[src/rtl/ffra_pkg.sv]
// ============================================================================
// ffra_pkg
// Shared types, constants and status codes of the first-fit region allocator.
// ============================================================================
package ffra_pkg;

    localparam int MAX_FREE_REGIONS = 64;
    localparam int ADDR_BITS        = 24;
    localparam int IDX_BITS         = $clog2(MAX_FREE_REGIONS);
    localparam int CNT_BITS         = IDX_BITS + 1;
    localparam int SIZE_BITS        = 25;
    localparam int ALIGN_BITS       = 17;
    localparam int RAM_WIDTH        = 2 * ADDR_BITS;

    localparam logic [SIZE_BITS-1:0] USED_MAX = '1;
    localparam logic [SIZE_BITS-1:0] POOL_RESET = SIZE_BITS'(25'd16777216);

    typedef enum logic [1:0] {
        ST_OK    = 2'd0,
        ST_BAD   = 2'd1,
        ST_NOFIT = 2'd2,
        ST_FULL  = 2'd3
    } status_t;

    typedef enum logic [3:0] {
        S_IDLE,
        S_CHECK,
        S_RD,
        S_EVAL,
        S_SHIFT_RD,
        S_SHIFT_WR,
        S_EDIT,
        S_EDIT2,
        S_DONE,
        S_OUT
    } state_t;

    // Datapath commands from the controller.
    typedef struct packed {
        logic                load_req;
        logic                clr_scan;
        logic                inc_scan;
        logic                rd_scan;
        logic                eval;
        logic                shift_rd;
        logic                shift_wr;
        logic                edit;
        logic                edit2;
        logic                finish;
        logic                out_valid_set;
    } cmd_t;

    // Status from the datapath to the controller.
    typedef struct packed {
        logic    req_bad;
        logic    scan_end;
        logic    hit;
        logic    need_open;
        logic    need_close;
        logic    full;
        logic    shift_end;
        logic    is_free;
        logic    two_edits;
    } stat_t;

endpackage

[src/rtl/ffra_ram.sv]
// ============================================================================
// ffra_ram
// Generic single-port-write, single-port-read RAM with registered read data.
// ============================================================================
module ffra_ram #(
    parameter int WIDTH = 8,
    parameter int DEPTH = 16
) (
    input  logic                     clk,
    input  logic                     we,
    input  logic [$clog2(DEPTH)-1:0] waddr,
    input  logic [WIDTH-1:0]         wdata,
    input  logic [$clog2(DEPTH)-1:0] raddr,
    output logic [WIDTH-1:0]         rdata
);

    logic [WIDTH-1:0] mem [DEPTH];

    always_ff @(posedge clk)
    begin
        if (we)
        begin
            mem[waddr] <= wdata;
        end
        rdata <= mem[raddr];
    end

endmodule

[src/rtl/ffra_ctrl.sv]
// ============================================================================
// ffra_ctrl
// Sequencer of the allocator: table walk, entry shifting and result handoff.
// ============================================================================
module ffra_ctrl (
    input  logic            clk,
    input  logic            rst_n,
    input  logic            in_fire,
    input  logic            out_fire,
    input  logic            cfg_we,
    input  ffra_pkg::stat_t st,
    output ffra_pkg::cmd_t  cmd,
    output logic            idle
);

    ffra_pkg::state_t state_reg;
    ffra_pkg::state_t state_next;

    always_ff @(posedge clk or negedge rst_n)
    begin
        if (!rst_n)
        begin
            state_reg <= ffra_pkg::S_IDLE;
        end
        else
        begin
            state_reg <= state_next;
        end
    end

    always_comb
    begin
        state_next = state_reg;
        cmd        = '0;
        idle       = 1'b0;
        case (state_reg)
            ffra_pkg::S_IDLE:
            begin
                idle = 1'b1;
                if (in_fire)
                begin
                    cmd.load_req = 1'b1;
                    cmd.clr_scan = 1'b1;
                    state_next   = ffra_pkg::S_CHECK;
                end
            end
            ffra_pkg::S_CHECK:
            begin
                if (st.req_bad)
                begin
                    state_next = ffra_pkg::S_DONE;
                end
                else
                begin
                    cmd.rd_scan = 1'b1;
                    state_next  = ffra_pkg::S_RD;
                end
            end
            ffra_pkg::S_RD:
            begin
                state_next = ffra_pkg::S_EVAL;
            end
            ffra_pkg::S_EVAL:
            begin
                cmd.eval = 1'b1;
                if (st.hit || st.scan_end)
                begin
                    if (st.full || !st.hit)
                    begin
                        state_next = ffra_pkg::S_DONE;
                    end
                    else if (st.need_open || st.need_close)
                    begin
                        state_next = ffra_pkg::S_SHIFT_RD;
                    end
                    else
                    begin
                        state_next = ffra_pkg::S_EDIT;
                    end
                end
                else
                begin
                    cmd.inc_scan = 1'b1;
                    cmd.rd_scan  = 1'b1;
                    state_next   = ffra_pkg::S_RD;
                end
            end
            ffra_pkg::S_SHIFT_RD:
            begin
                if (st.shift_end)
                begin
                    // An allocate that consumes a whole region only closes
                    // the gap; every other shift is followed by an edit.
                    if (st.is_free || st.two_edits)
                    begin
                        state_next = ffra_pkg::S_EDIT;
                    end
                    else
                    begin
                        state_next = ffra_pkg::S_DONE;
                    end
                end
                else
                begin
                    cmd.shift_rd = 1'b1;
                    state_next   = ffra_pkg::S_SHIFT_WR;
                end
            end
            ffra_pkg::S_SHIFT_WR:
            begin
                state_next = ffra_pkg::S_SHIFT_RD;
            end
            ffra_pkg::S_EDIT:
            begin
                cmd.edit     = 1'b1;
                state_next   = st.two_edits ? ffra_pkg::S_EDIT2 : ffra_pkg::S_DONE;
            end
            ffra_pkg::S_EDIT2:
            begin
                cmd.edit2  = 1'b1;
                state_next = ffra_pkg::S_DONE;
            end
            ffra_pkg::S_DONE:
            begin
                cmd.finish        = 1'b1;
                cmd.out_valid_set = 1'b1;
                state_next        = ffra_pkg::S_OUT;
            end
            ffra_pkg::S_OUT:
            begin
                if (out_fire)
                begin
                    state_next = ffra_pkg::S_IDLE;
                end
            end
            default:
            begin
                state_next = ffra_pkg::S_IDLE;
            end
        endcase
        if (state_reg == ffra_pkg::S_SHIFT_WR)
        begin
            cmd.shift_wr = 1'b1;
        end
        if (cfg_we)
        begin
            state_next = ffra_pkg::S_IDLE;
        end
    end

    // A configuration write must only arrive while idle; the block itself does not enforce this.
    a_cfg_idle: assert property (@(posedge clk) disable iff (!rst_n)
        cfg_we |-> (state_reg == ffra_pkg::S_IDLE))
        else $error("configuration write while busy");
    a_edit_done: assert property (@(posedge clk) disable iff (!rst_n)
        (state_reg == ffra_pkg::S_EDIT2) |=> (state_reg == ffra_pkg::S_DONE))
        else $error("second edit not followed by completion");
    a_out_hold: assert property (@(posedge clk) disable iff (!rst_n)
        (state_reg == ffra_pkg::S_OUT && !out_fire) |=> (state_reg == ffra_pkg::S_OUT))
        else $error("result dropped before transfer");

endmodule

[src/rtl/ffra_dp.sv]
// ============================================================================
// ffra_dp
// Datapath: free-region table in RAM, walk index, fit check and bookkeeping.
// ============================================================================
module ffra_dp (
    input  logic                             clk,
    input  logic                             rst_n,
    input  ffra_pkg::cmd_t                   cmd,
    output ffra_pkg::stat_t                  st,
    input  logic                             cfg_we,
    input  logic [ffra_pkg::SIZE_BITS-1:0]   cfg_wdata,
    input  logic                             op,
    input  logic [ffra_pkg::SIZE_BITS-1:0]   req_size,
    input  logic [ffra_pkg::ALIGN_BITS-1:0]  align_bytes,
    input  logic [ffra_pkg::ADDR_BITS-1:0]   free_offset,
    output logic [1:0]                       status,
    output logic [ffra_pkg::ADDR_BITS-1:0]   alloc_offset,
    output logic [ffra_pkg::SIZE_BITS-1:0]   used_bytes
);

    localparam int AW = ffra_pkg::ADDR_BITS;
    localparam int IW = ffra_pkg::IDX_BITS;
    localparam int CW = ffra_pkg::CNT_BITS;
    localparam int SW = ffra_pkg::SIZE_BITS;
    localparam int EW = AW + 2;   // room for sums past the pool end

    // Request registers.
    logic          op_reg;
    logic [SW-1:0] size_reg;
    logic [ffra_pkg::ALIGN_BITS-1:0] align_reg;
    logic [AW-1:0] off_reg;

    logic [SW-1:0] pool_reg;
    logic [CW-1:0] count_reg;
    logic [SW-1:0] used_reg;
    logic [CW-1:0] scan_reg;
    logic [CW-1:0] sh_reg;      // shift cursor
    logic          sh_up_reg;
    logic [CW-1:0] sh_stop_reg;
    logic [1:0]    stat_reg;
    logic [AW-1:0] aoff_reg;

    // Chosen edit, captured at the end of the walk.
    logic [CW-1:0] pos_reg;
    logic [AW-1:0] e1s_reg, e1l_reg, e2s_reg, e2l_reg;
    logic          e2_reg;
    logic          cnt_up_reg, cnt_dn_reg;
    logic          prev_valid_reg;
    logic [AW-1:0] prev_last_reg;
    logic [AW-1:0] prev_start_reg;

    // Entry 0 is reinitialized through the write port; until that write lands,
    // an override holds its value so reset needs no RAM write.
    logic init_reg;

    // RAM port.
    logic                 we;
    logic [IW-1:0]        waddr, raddr;
    logic [2*AW-1:0]      wdata, rdata;
    logic [IW-1:0]        raddr_reg;
    logic [2*AW-1:0]      rd_word;

    ffra_ram #(.WIDTH(ffra_pkg::RAM_WIDTH), .DEPTH(ffra_pkg::MAX_FREE_REGIONS)) u_ram (
        .clk   (clk),
        .we    (we),
        .waddr (waddr),
        .wdata (wdata),
        .raddr (raddr),
        .rdata (rdata)
    );

    assign rd_word = (init_reg && (raddr_reg == '0)) ?
                     {AW'(0), AW'(ffra_pkg::POOL_RESET - 1'b1)} : rdata;

    logic [AW-1:0] rs, rl;
    assign rs = rd_word[2*AW-1:AW];
    assign rl = rd_word[AW-1:0];

    // Allocation fit check on the entry just read.
    logic [EW-1:0] amask, a_ext, end_ext, l_ext, s_ext;
    logic          fit, lead, trail;
    logic [EW-1:0] fend_ext;
    logic          in_range;
    assign amask    = EW'(align_reg) - EW'(1);
    assign s_ext    = EW'(rs);
    assign l_ext    = EW'(rl);
    assign a_ext    = (s_ext + amask) & ~amask;
    assign end_ext  = a_ext + EW'(size_reg) - EW'(1);
    assign fit      = in_range && (a_ext <= l_ext) && (end_ext <= l_ext);
    assign lead     = a_ext > s_ext;
    assign trail    = l_ext > end_ext;
    assign in_range = scan_reg < count_reg;
    assign fend_ext = EW'(off_reg) + EW'(size_reg) - EW'(1);

    logic full_tbl;
    assign full_tbl = count_reg >= CW'(ffra_pkg::MAX_FREE_REGIONS);

    // Free: walk stops at the first entry starting above the offset.
    logic fstop;
    assign fstop = !in_range || (rs > off_reg);
    logic jprev, jnext;
    assign jprev = prev_valid_reg && (EW'(prev_last_reg) + EW'(1) == EW'(off_reg));
    assign jnext = in_range && (EW'(rs) == fend_ext + EW'(1));

    logic bad_req;
    always_comb
    begin
        if (!op_reg)
        begin
            bad_req = (align_reg == '0) || ((align_reg & (align_reg - 1'b1)) != '0)
                      || (size_reg == '0);
        end
        else
        begin
            bad_req = (size_reg == '0) || (SW'(off_reg) >= pool_reg)
                      || (size_reg > pool_reg - SW'(off_reg));
        end
    end

    always_comb
    begin
        st           = '0;
        st.req_bad   = bad_req;
        st.is_free   = op_reg;
        st.two_edits = e2_reg;
        st.shift_end = sh_up_reg ? (sh_reg == sh_stop_reg) : (sh_reg + 1'b1 >= sh_stop_reg);
        if (!op_reg)
        begin
            st.hit      = fit;
            st.scan_end = !in_range;
            st.full     = fit && lead && trail && full_tbl;
            st.need_open  = fit && lead && trail;
            st.need_close = fit && !lead && !trail;
        end
        else
        begin
            st.hit        = fstop;
            st.scan_end   = fstop;
            st.full       = !jprev && !jnext && full_tbl;
            st.need_open  = !jprev && !jnext;
            st.need_close = jprev && jnext;
        end
    end

    logic [SW-1:0] pool_clamp;
    always_comb
    begin
        pool_clamp = cfg_we ? cfg_wdata : pool_reg;
        if (pool_clamp == '0)
        begin
            pool_clamp = SW'(1);
        end
        else if (pool_clamp > ffra_pkg::POOL_RESET)
        begin
            pool_clamp = ffra_pkg::POOL_RESET;
        end
    end

    // RAM address and write selection.
    always_comb
    begin
        we    = 1'b0;
        waddr = '0;
        wdata = '0;
        raddr = raddr_reg;
        if (cmd.rd_scan)
        begin
            raddr = cmd.inc_scan ? IW'(scan_reg + 1'b1) : IW'(scan_reg);
        end
        if (cmd.shift_rd)
        begin
            raddr = sh_up_reg ? IW'(sh_reg - 1'b1) : IW'(sh_reg + 1'b1);
        end
        if (cmd.shift_wr)
        begin
            we    = 1'b1;
            waddr = IW'(sh_reg);
            wdata = rd_word;
        end
        if (cmd.edit)
        begin
            we    = 1'b1;
            waddr = IW'(pos_reg);
            wdata = {e1s_reg, e1l_reg};
        end
        if (cmd.edit2)
        begin
            we    = 1'b1;
            waddr = IW'(pos_reg + 1'b1);
            wdata = {e2s_reg, e2l_reg};
        end
        if (cfg_we)
        begin
            we    = 1'b1;
            waddr = '0;
            wdata = {AW'(0), AW'(pool_clamp - 1'b1)};
        end
    end

    always_ff @(posedge clk)
    begin
        if (cmd.load_req)
        begin
            op_reg    <= op;
            size_reg  <= req_size;
            align_reg <= align_bytes;
            off_reg   <= free_offset;
        end
        raddr_reg <= raddr;
    end

    always_ff @(posedge clk or negedge rst_n)
    begin
        if (!rst_n)
        begin
            pool_reg       <= ffra_pkg::POOL_RESET;
            count_reg      <= CW'(1);
            used_reg       <= '0;
            scan_reg       <= '0;
            sh_reg         <= '0;
            sh_up_reg      <= 1'b0;
            sh_stop_reg    <= '0;
            stat_reg       <= '0;
            aoff_reg       <= '0;
            pos_reg        <= '0;
            e1s_reg        <= '0;
            e1l_reg        <= '0;
            e2s_reg        <= '0;
            e2l_reg        <= '0;
            e2_reg         <= 1'b0;
            cnt_up_reg     <= 1'b0;
            cnt_dn_reg     <= 1'b0;
            prev_valid_reg <= 1'b0;
            prev_last_reg  <= '0;
            init_reg       <= 1'b1;
        end
        else if (cfg_we)
        begin
            pool_reg  <= pool_clamp;
            count_reg <= CW'(1);
            used_reg  <= '0;
            scan_reg  <= '0;
            init_reg  <= 1'b0;
        end
        else
        begin
            if (we && (waddr == '0))
            begin
                init_reg <= 1'b0;
            end
            if (cmd.clr_scan)
            begin
                scan_reg       <= '0;
                prev_valid_reg <= 1'b0;
                stat_reg       <= ffra_pkg::ST_BAD;
                aoff_reg       <= '0;
                e2_reg         <= 1'b0;
                cnt_up_reg     <= 1'b0;
                cnt_dn_reg     <= 1'b0;
            end
            if (cmd.inc_scan)
            begin
                scan_reg       <= scan_reg + 1'b1;
                prev_valid_reg <= 1'b1;
                prev_last_reg  <= rl;
            end
            if (cmd.eval && (st.hit || st.scan_end))
            begin
                if (!op_reg)
                begin
                    if (!fit)
                    begin
                        stat_reg <= ffra_pkg::ST_NOFIT;
                    end
                    else if (st.full)
                    begin
                        stat_reg <= ffra_pkg::ST_FULL;
                    end
                    else
                    begin
                        stat_reg   <= ffra_pkg::ST_OK;
                        aoff_reg   <= a_ext[AW-1:0];
                        pos_reg    <= scan_reg;
                        cnt_up_reg <= lead && trail;
                        cnt_dn_reg <= !lead && !trail;
                        e1s_reg    <= (!lead && trail) ? AW'(end_ext + EW'(1)) : rs;
                        e1l_reg    <= lead ? AW'(a_ext - EW'(1)) : rl;
                        e2_reg  <= lead && trail;
                        e2s_reg <= AW'(end_ext + EW'(1));
                        e2l_reg <= rl;
                        if (lead && trail)
                        begin
                            sh_up_reg   <= 1'b1;
                            sh_reg      <= count_reg;
                            sh_stop_reg <= scan_reg + 1'b1;
                        end
                        else
                        begin
                            sh_up_reg   <= 1'b0;
                            sh_reg      <= scan_reg;
                            sh_stop_reg <= count_reg;
                        end
                    end
                end
                else
                begin
                    if (st.full)
                    begin
                        stat_reg <= ffra_pkg::ST_FULL;
                    end
                    else
                    begin
                        stat_reg <= ffra_pkg::ST_OK;
                        if (jprev && jnext)
                        begin
                            // Previous entry absorbs both; entry k is removed.
                            pos_reg     <= scan_reg - 1'b1;
                            e1s_reg     <= prev_start_reg;
                            e1l_reg     <= rl;
                            cnt_dn_reg  <= 1'b1;
                            sh_up_reg   <= 1'b0;
                            sh_reg      <= scan_reg;
                            sh_stop_reg <= count_reg;
                        end
                        else if (jprev)
                        begin
                            pos_reg <= scan_reg - 1'b1;
                            e1s_reg <= prev_start_reg;
                            e1l_reg <= fend_ext[AW-1:0];
                        end
                        else if (jnext)
                        begin
                            pos_reg <= scan_reg;
                            e1s_reg <= off_reg;
                            e1l_reg <= rl;
                        end
                        else
                        begin
                            pos_reg     <= scan_reg;
                            e1s_reg     <= off_reg;
                            e1l_reg     <= fend_ext[AW-1:0];
                            cnt_up_reg  <= 1'b1;
                            sh_up_reg   <= 1'b1;
                            sh_reg      <= count_reg;
                            sh_stop_reg <= scan_reg;
                        end
                    end
                end
            end
            if (cmd.shift_wr)
            begin
                sh_reg <= sh_up_reg ? sh_reg - 1'b1 : sh_reg + 1'b1;
            end
            if (cmd.finish && (stat_reg == ffra_pkg::ST_OK))
            begin
                if (cnt_up_reg)
                begin
                    count_reg <= count_reg + 1'b1;
                end
                if (cnt_dn_reg)
                begin
                    count_reg <= count_reg - 1'b1;
                end
                if (!op_reg)
                begin
                    used_reg <= (ffra_pkg::USED_MAX - used_reg < size_reg) ?
                                ffra_pkg::USED_MAX : used_reg + size_reg;
                end
                else
                begin
                    used_reg <= (used_reg < size_reg) ? '0 : used_reg - size_reg;
                end
            end
        end
    end

    always_ff @(posedge clk)
    begin
        if (cmd.inc_scan)
        begin
            prev_start_reg <= rs;
        end
    end

    always_comb
    begin
        status       = stat_reg;
        alloc_offset = (stat_reg == ffra_pkg::ST_OK && !op_reg) ? aoff_reg : '0;
        used_bytes   = used_reg;
    end

    a_count_range: assert property (@(posedge clk) disable iff (!rst_n)
        count_reg <= CW'(ffra_pkg::MAX_FREE_REGIONS))
        else $error("region count past table size");
    a_full_no_grow: assert property (@(posedge clk) disable iff (!rst_n)
        (cmd.finish && stat_reg == ffra_pkg::ST_FULL) |=> $stable(count_reg))
        else $error("table changed on full status");
    a_scan_bound: assert property (@(posedge clk) disable iff (!rst_n)
        scan_reg <= count_reg)
        else $error("walk index past region count");

endmodule

[src/rtl/first_fit_region_allocator_unit.sv]
// ============================================================================
// first_fit_region_allocator_unit
// First-fit allocator over a byte pool with an address-ordered free table.
// ============================================================================
// Usage: one request is transferred on the in_valid/in_ready channel (op,
// req_size, align_bytes, free_offset). The block walks its free-region table
// entry by entry, held in a single registered-read RAM, then shifts
// table entries by one place when a region is split, inserted or removed,
// again entry by entry. The entries walked plus the entries shifted
// never exceed 65 for one request. Requests are handled one at a time:
// in_ready is high only while the block is idle.
// The result (status, alloc_offset, used_bytes) is held on out_valid until the
// receiver takes it; while the receiver stalls, no new request is accepted.
// Reset leaves one free region covering 2^24 bytes and no bytes in use.
// Writing pool_bytes (cfg_we, cfg_wdata) resets the table to one region
// covering the new pool and clears the byte count; the value is clamped to
// the range 1 to 2^24.
// ============================================================================
module first_fit_region_allocator_unit (
    input  logic                            clk,
    input  logic                            rst_n,
    input  logic                            cfg_we,
    input  logic [ffra_pkg::SIZE_BITS-1:0]  cfg_wdata,
    input  logic                            in_valid,
    output logic                            in_ready,
    input  logic                            op,
    input  logic [ffra_pkg::SIZE_BITS-1:0]  req_size,
    input  logic [ffra_pkg::ALIGN_BITS-1:0] align_bytes,
    input  logic [ffra_pkg::ADDR_BITS-1:0]  free_offset,
    output logic                            out_valid,
    input  logic                            out_ready,
    output logic [1:0]                      status,
    output logic [ffra_pkg::ADDR_BITS-1:0]  alloc_offset,
    output logic [ffra_pkg::SIZE_BITS-1:0]  used_bytes
);

    ffra_pkg::cmd_t  cmd;
    ffra_pkg::stat_t st;
    logic            idle;
    logic            out_valid_reg;
    logic            in_fire;
    logic            out_fire;

    assign in_ready = idle && !cfg_we;
    assign in_fire  = in_valid && in_ready;
    assign out_fire = out_valid_reg && out_ready;
    assign out_valid = out_valid_reg;

    // The result register is loaded when the request completes and cleared
    // on its transfer.
    always_ff @(posedge clk or negedge rst_n)
    begin
        if (!rst_n)
        begin
            out_valid_reg <= 1'b0;
        end
        else if (cmd.out_valid_set)
        begin
            out_valid_reg <= 1'b1;
        end
        else if (out_fire)
        begin
            out_valid_reg <= 1'b0;
        end
    end

    ffra_ctrl u_ctrl (
        .clk      (clk),
        .rst_n    (rst_n),
        .in_fire  (in_fire),
        .out_fire (out_fire),
        .cfg_we   (cfg_we),
        .st       (st),
        .cmd      (cmd),
        .idle     (idle)
    );

    ffra_dp u_dp (
        .clk          (clk),
        .rst_n        (rst_n),
        .cmd          (cmd),
        .st           (st),
        .cfg_we       (cfg_we),
        .cfg_wdata    (cfg_wdata),
        .op           (op),
        .req_size     (req_size),
        .align_bytes  (align_bytes),
        .free_offset  (free_offset),
        .status       (status),
        .alloc_offset (alloc_offset),
        .used_bytes   (used_bytes)
    );

    a_one_at_a_time: assert property (@(posedge clk) disable iff (!rst_n)
        out_valid_reg |-> !in_ready)
        else $error("request taken while a result waits");
    a_out_clear: assert property (@(posedge clk) disable iff (!rst_n)
        out_fire |=> !out_valid_reg)
        else $error("result repeated after transfer");
    a_in_then_busy: assert property (@(posedge clk) disable iff (!rst_n)
        in_fire |=> !in_ready)
        else $error("block idle right after taking a request");

endmodule

[config.mk]
export PLATFORM = sky130hd
export DESIGN_NAME = first_fit_region_allocator_unit
export DESIGN_NICKNAME = d
export VERILOG_FILES = /design/src/rtl/ffra_pkg.sv /design/src/rtl/ffra_ram.sv /design/src/rtl/ffra_ctrl.sv /design/src/rtl/ffra_dp.sv /design/src/rtl/first_fit_region_allocator_unit.sv
export SDC_FILE = /design/constraint.sdc
export NUM_CORES = 2
export LEC_CHECK = 0
export CORE_AREA = 2 2 582 584
export CTS_BUF_LIST = sky130_fd_sc_hd__clkbuf_16
export DETAILED_ROUTE_END_ITERATION = 8
export DIE_AREA = 0 0 584 586
export DONT_BUFFER_PORTS = 1
export SYNTH_ARGS = -nofsm -noshare
export SYNTH_HDL_FRONTEND = slang
export SYNTH_SLANG_ARGS = --single-unit
[constraint.sdc]
create_clock -name clk -period 13.2 [get_ports clk]
set_clock_uncertainty 0.05 [all_clocks]
set_input_delay 0.66 -clock clk [delete_from_list [all_inputs] [get_ports clk]]
set_output_delay 0.66 -clock clk [all_outputs]
set_load 0.05 [all_outputs]
==> summary.txt <==
Result of the run = completed
Post-synth top flop = edfxtp_1
Most area-hungry cell type in the Yosys netlist = edfxtp_1
Post-synthesis instance area = 154000 um2
#FFs+latches synth = 3458
Maximum net fanout on the critical path = 108
Standard cell core area = 335800 um2
Sort of element at the start of the critical path = flop
Post-detail-place hpwl = 331.4 mm
P_leak = 64.44 nW
Die Span Y = 586 um
Final setup viols = 0
Chip width = 584 um
Iteration count of the initial detailed-routing pass = 8
Post-synthesis cell count = 12926
Max reg flops = 3072
Design Power = 35.26 mW
Largest reg by FF count = u_dp.u_ram.mem
Post-detailed-route count of antenna-violating nets = 0
Number of buffer cells added on primary ports = 0
Required time of the critical path = 14.06 ns
Min Tclk post-route = 12.54 ns
Clock slew at the register clock pins of the worst setup and hold paths = 0.06 ns
Largest net degree at the start of global routing = 242
Total die area = 342200 um2
Placement row count = 213
Pwr per Cell Area = 202.0 nW/um2
Number of logic stages on the critical path including buffering = 45
I/O pin total = 150
Wire length of the first global-routing pass = 786.9 mm
FF-to-FF End = u_dp.u_ram.rdata[7]$_DFF_P_
Worst slew margin relative to its limit = 4.890%
Layout Area Growth over Synthesis = 13.36%
DR DRC count = 0
Commonest non-fill, non-tap cells in the layout = edfxtp_1, nand2_1, nand3_1
Most common cell type on the critical path = ha_1
Count of endpoints failing hold in the final timing report = 0
# clock sinks = 3458
Dominant delay contributor by cell family on the critical path = compound AO/OA/AOI/OAI gates
Transition time at the pin with the least slew margin = 1.423 ns
Post-synthesis cell type count = 106
Overall Global Routing Usage = 32.16%
Average via count per standard cell = 6.318
Critical Path Sink = u_dp.u_ram.rdata[7]$_DFF_P_
Critical path endpoint category = flop
Portion of the post-synthesis area used by sequential elements = 66.29%
# Max-Cap Violations = 0
Timing-limited maximum frequency = 0.07974 GHz
Buffers inserted during post-CTS setup optimization = 0
Number of clock buffers inserted by TritonCTS = 367
Maximum single-stage delay on the critical path = 0.71 ns
Per-instance average area after synthesis = 11.91 um2
DR iter-0 viols = 16717
Top area cells in the synthesized netlist = edfxtp_1, nand2_1, nand3_1, dfrtp_1, ha_1
Buffers and inverters on the worst path = 9
GR Overflow Total = 0
Sum Neg Setup Slack = 0 ns
Placer Congestion = 0.9467
CTS root buffer = clkbuf_16
Critical R2R Launch = u_dp.align_reg[0]$_DFFE_PP_
Number of flops mapped to enable cells by yosys = 3163
Wire per inst = 31.70 um
CTS tree = built
Flop2flop setup slack = 0.66 ns
Crit-path slowest cell = o21ai_0
Share of synthesized registers carrying an async set or reset = 6.969%
Unrepaired setup endpoints after global routing = no
Hold Path Class = in2reg
Registers with the highest flip-flop counts = u_dp.u_ram.mem x3072, u_dp.u_ram.rdata x48
Beginning of the critical path = u_dp.align_reg[0]$_DFFE_PP_
Worst skew pair latency = 0.99 ns
Leading cell type in the layout, fill and taps excluded = edfxtp_1
Post-Route Utilization = 51.99%
Via Count = 112494
Post-Synthesis Net Count = 13384
Max-slew violation count = 0
Worst r2r path cells = 45
Initial antenna violation count = 38
Number of nets in the layout = 13515
Clock Tree Buf Depth = 4
Final Cycle Share = 95.01%
Layout cells sized above 1 = 8.928%
Worst endpoint data arrival time = 13.40 ns
Aggregate routed wire length = 564.5 mm
Warnings from Yosys = 0
Maximum vdd drop = 0.0001848 V
Crit path kind = reg2reg
Max H-tree Level = 5
Via count of the first global-routing pass = 104013
Fraction of post-synthesis cell area in the top cell type by area = 61.67%
Initial cell density of the core = 45.86%
[cell type report]
class / instances / area [um2]
fillers: 28426 / 161200
flip-flops and latches: 3458 / 102100
multi-input cells: 8314 / 48580
clock buffers: 374 / 9359
well taps: 4407 / 5514
repair buffers: 525 / 5037
clock inverters: 312 / 2455
inverters: 391 / 1491
diodes: 23 / 57.56
[cell usage after synthesis, drive strengths merged (28+ instances only)]
cell type / count
nor2b: 48
xnor2: 169
clkbuf: 534
and3: 203
mux2: 57
a21oi: 398
mux2i: 285
o22ai: 51
nor4: 44
nor3: 137
dfrtp: 238
inv: 389
or3: 70
a311o: 34
a221o: 67
and2: 58
o21ai: 306
buf: 229
nor2: 404
or2: 28
a21o: 88
edfxtp: 3163
a311oi: 79
a211oi: 105
a31oi: 236
nand2: 2963
o31ai: 39
o21a: 34
xor2: 70
a22oi: 47
nand2b: 56
a22o: 28
o221ai: 129
dfxtp: 54
ha: 355
o211ai: 55
nand4: 86
nand3: 1305
[per-stage QoR]
step	hold WS, ns	setup WS (ns)	cells	area [um2]
after CTS	0.01354	0.3868	17780	174500
after detailed placement	0.3218	0.3887	16975	161500
final	0.1557	0.6589	17804	174600
after global placement	0.3208	0.2690	16975	161500
after global routing	0.1238	0.1394	17782	174500
after floorplan	0.3144	2.835	12926	154000
[where the power goes]
part / internal [mW] / total (mW) / switching [mW] / leakage (nW)
combinational: 3.95 / 12.5 / 8.55 / 25.6
sequential: 12.1 / 12.5 / 0.395 / 32.8
clock: 5.74 / 10.2 / 4.49 / 6.05
[worst min-delay path by stage]
stage,startpoint,to,slack (ns),cells after the start
2_1_floorplan,rst_n,out_valid$_DFFE_PN0P_,0.31,0
3_3_place_gp,rst_n,u_dp.aoff_reg[17]$_DFFE_PN0N_,0.32,0
3_5_place_dp,rst_n,u_dp.aoff_reg[17]$_DFFE_PN0N_,0.32,0
4_1_cts,cfg_we,u_dp.used_bytes[10]$_DFFE_PN0P_,0.01,2
5_1_grt,cfg_we,u_dp.scan_reg[0]$_DFFE_PN0P_,0.12,2
6_report,in_valid,u_dp.prev_valid_reg$_DFFE_PN0P_,0.16,4
[logic make-up after synthesis]
| logic type | Yosys count | synth area share [%] |
|---|---|---|
| compound gates | 1892 | 8.461 |
| xor+xnor | 240 | 1.374 |
| fa+ha+maj | 362 | 2.969 |
| buf+inv | 1154 | 2.902 |
| flops | 3458 | 66.29 |
| mux | 342 | 2.269 |
| simple gates | 5478 | 15.73 |
[worst min-delay path, cell delays in order]
cell	delay, ns
nand2_1	0.03
buf_4	0.26
nand2_1	0.11
nand2_1	0.05
[per-layer routing]
| metal | global-route usage (%) | routed length (um) |
|---|---|---|
| met1 | 44.05 | 220400 |
| met2 | 49.82 | 253100 |
| met3 | 6.245 | 61480 |
| met4 | 14.40 | 29460 |
| met5 | 0 | 83 |
[what timing repair did]
action,4_1_cts,5_1_grt
setup endpoints to repair,0,35
hold buffers,119,0
endpoints found under the hold margin,347,0
resized for setup,0,2
No activity file was read; power rests on OpenSTA's default activity.
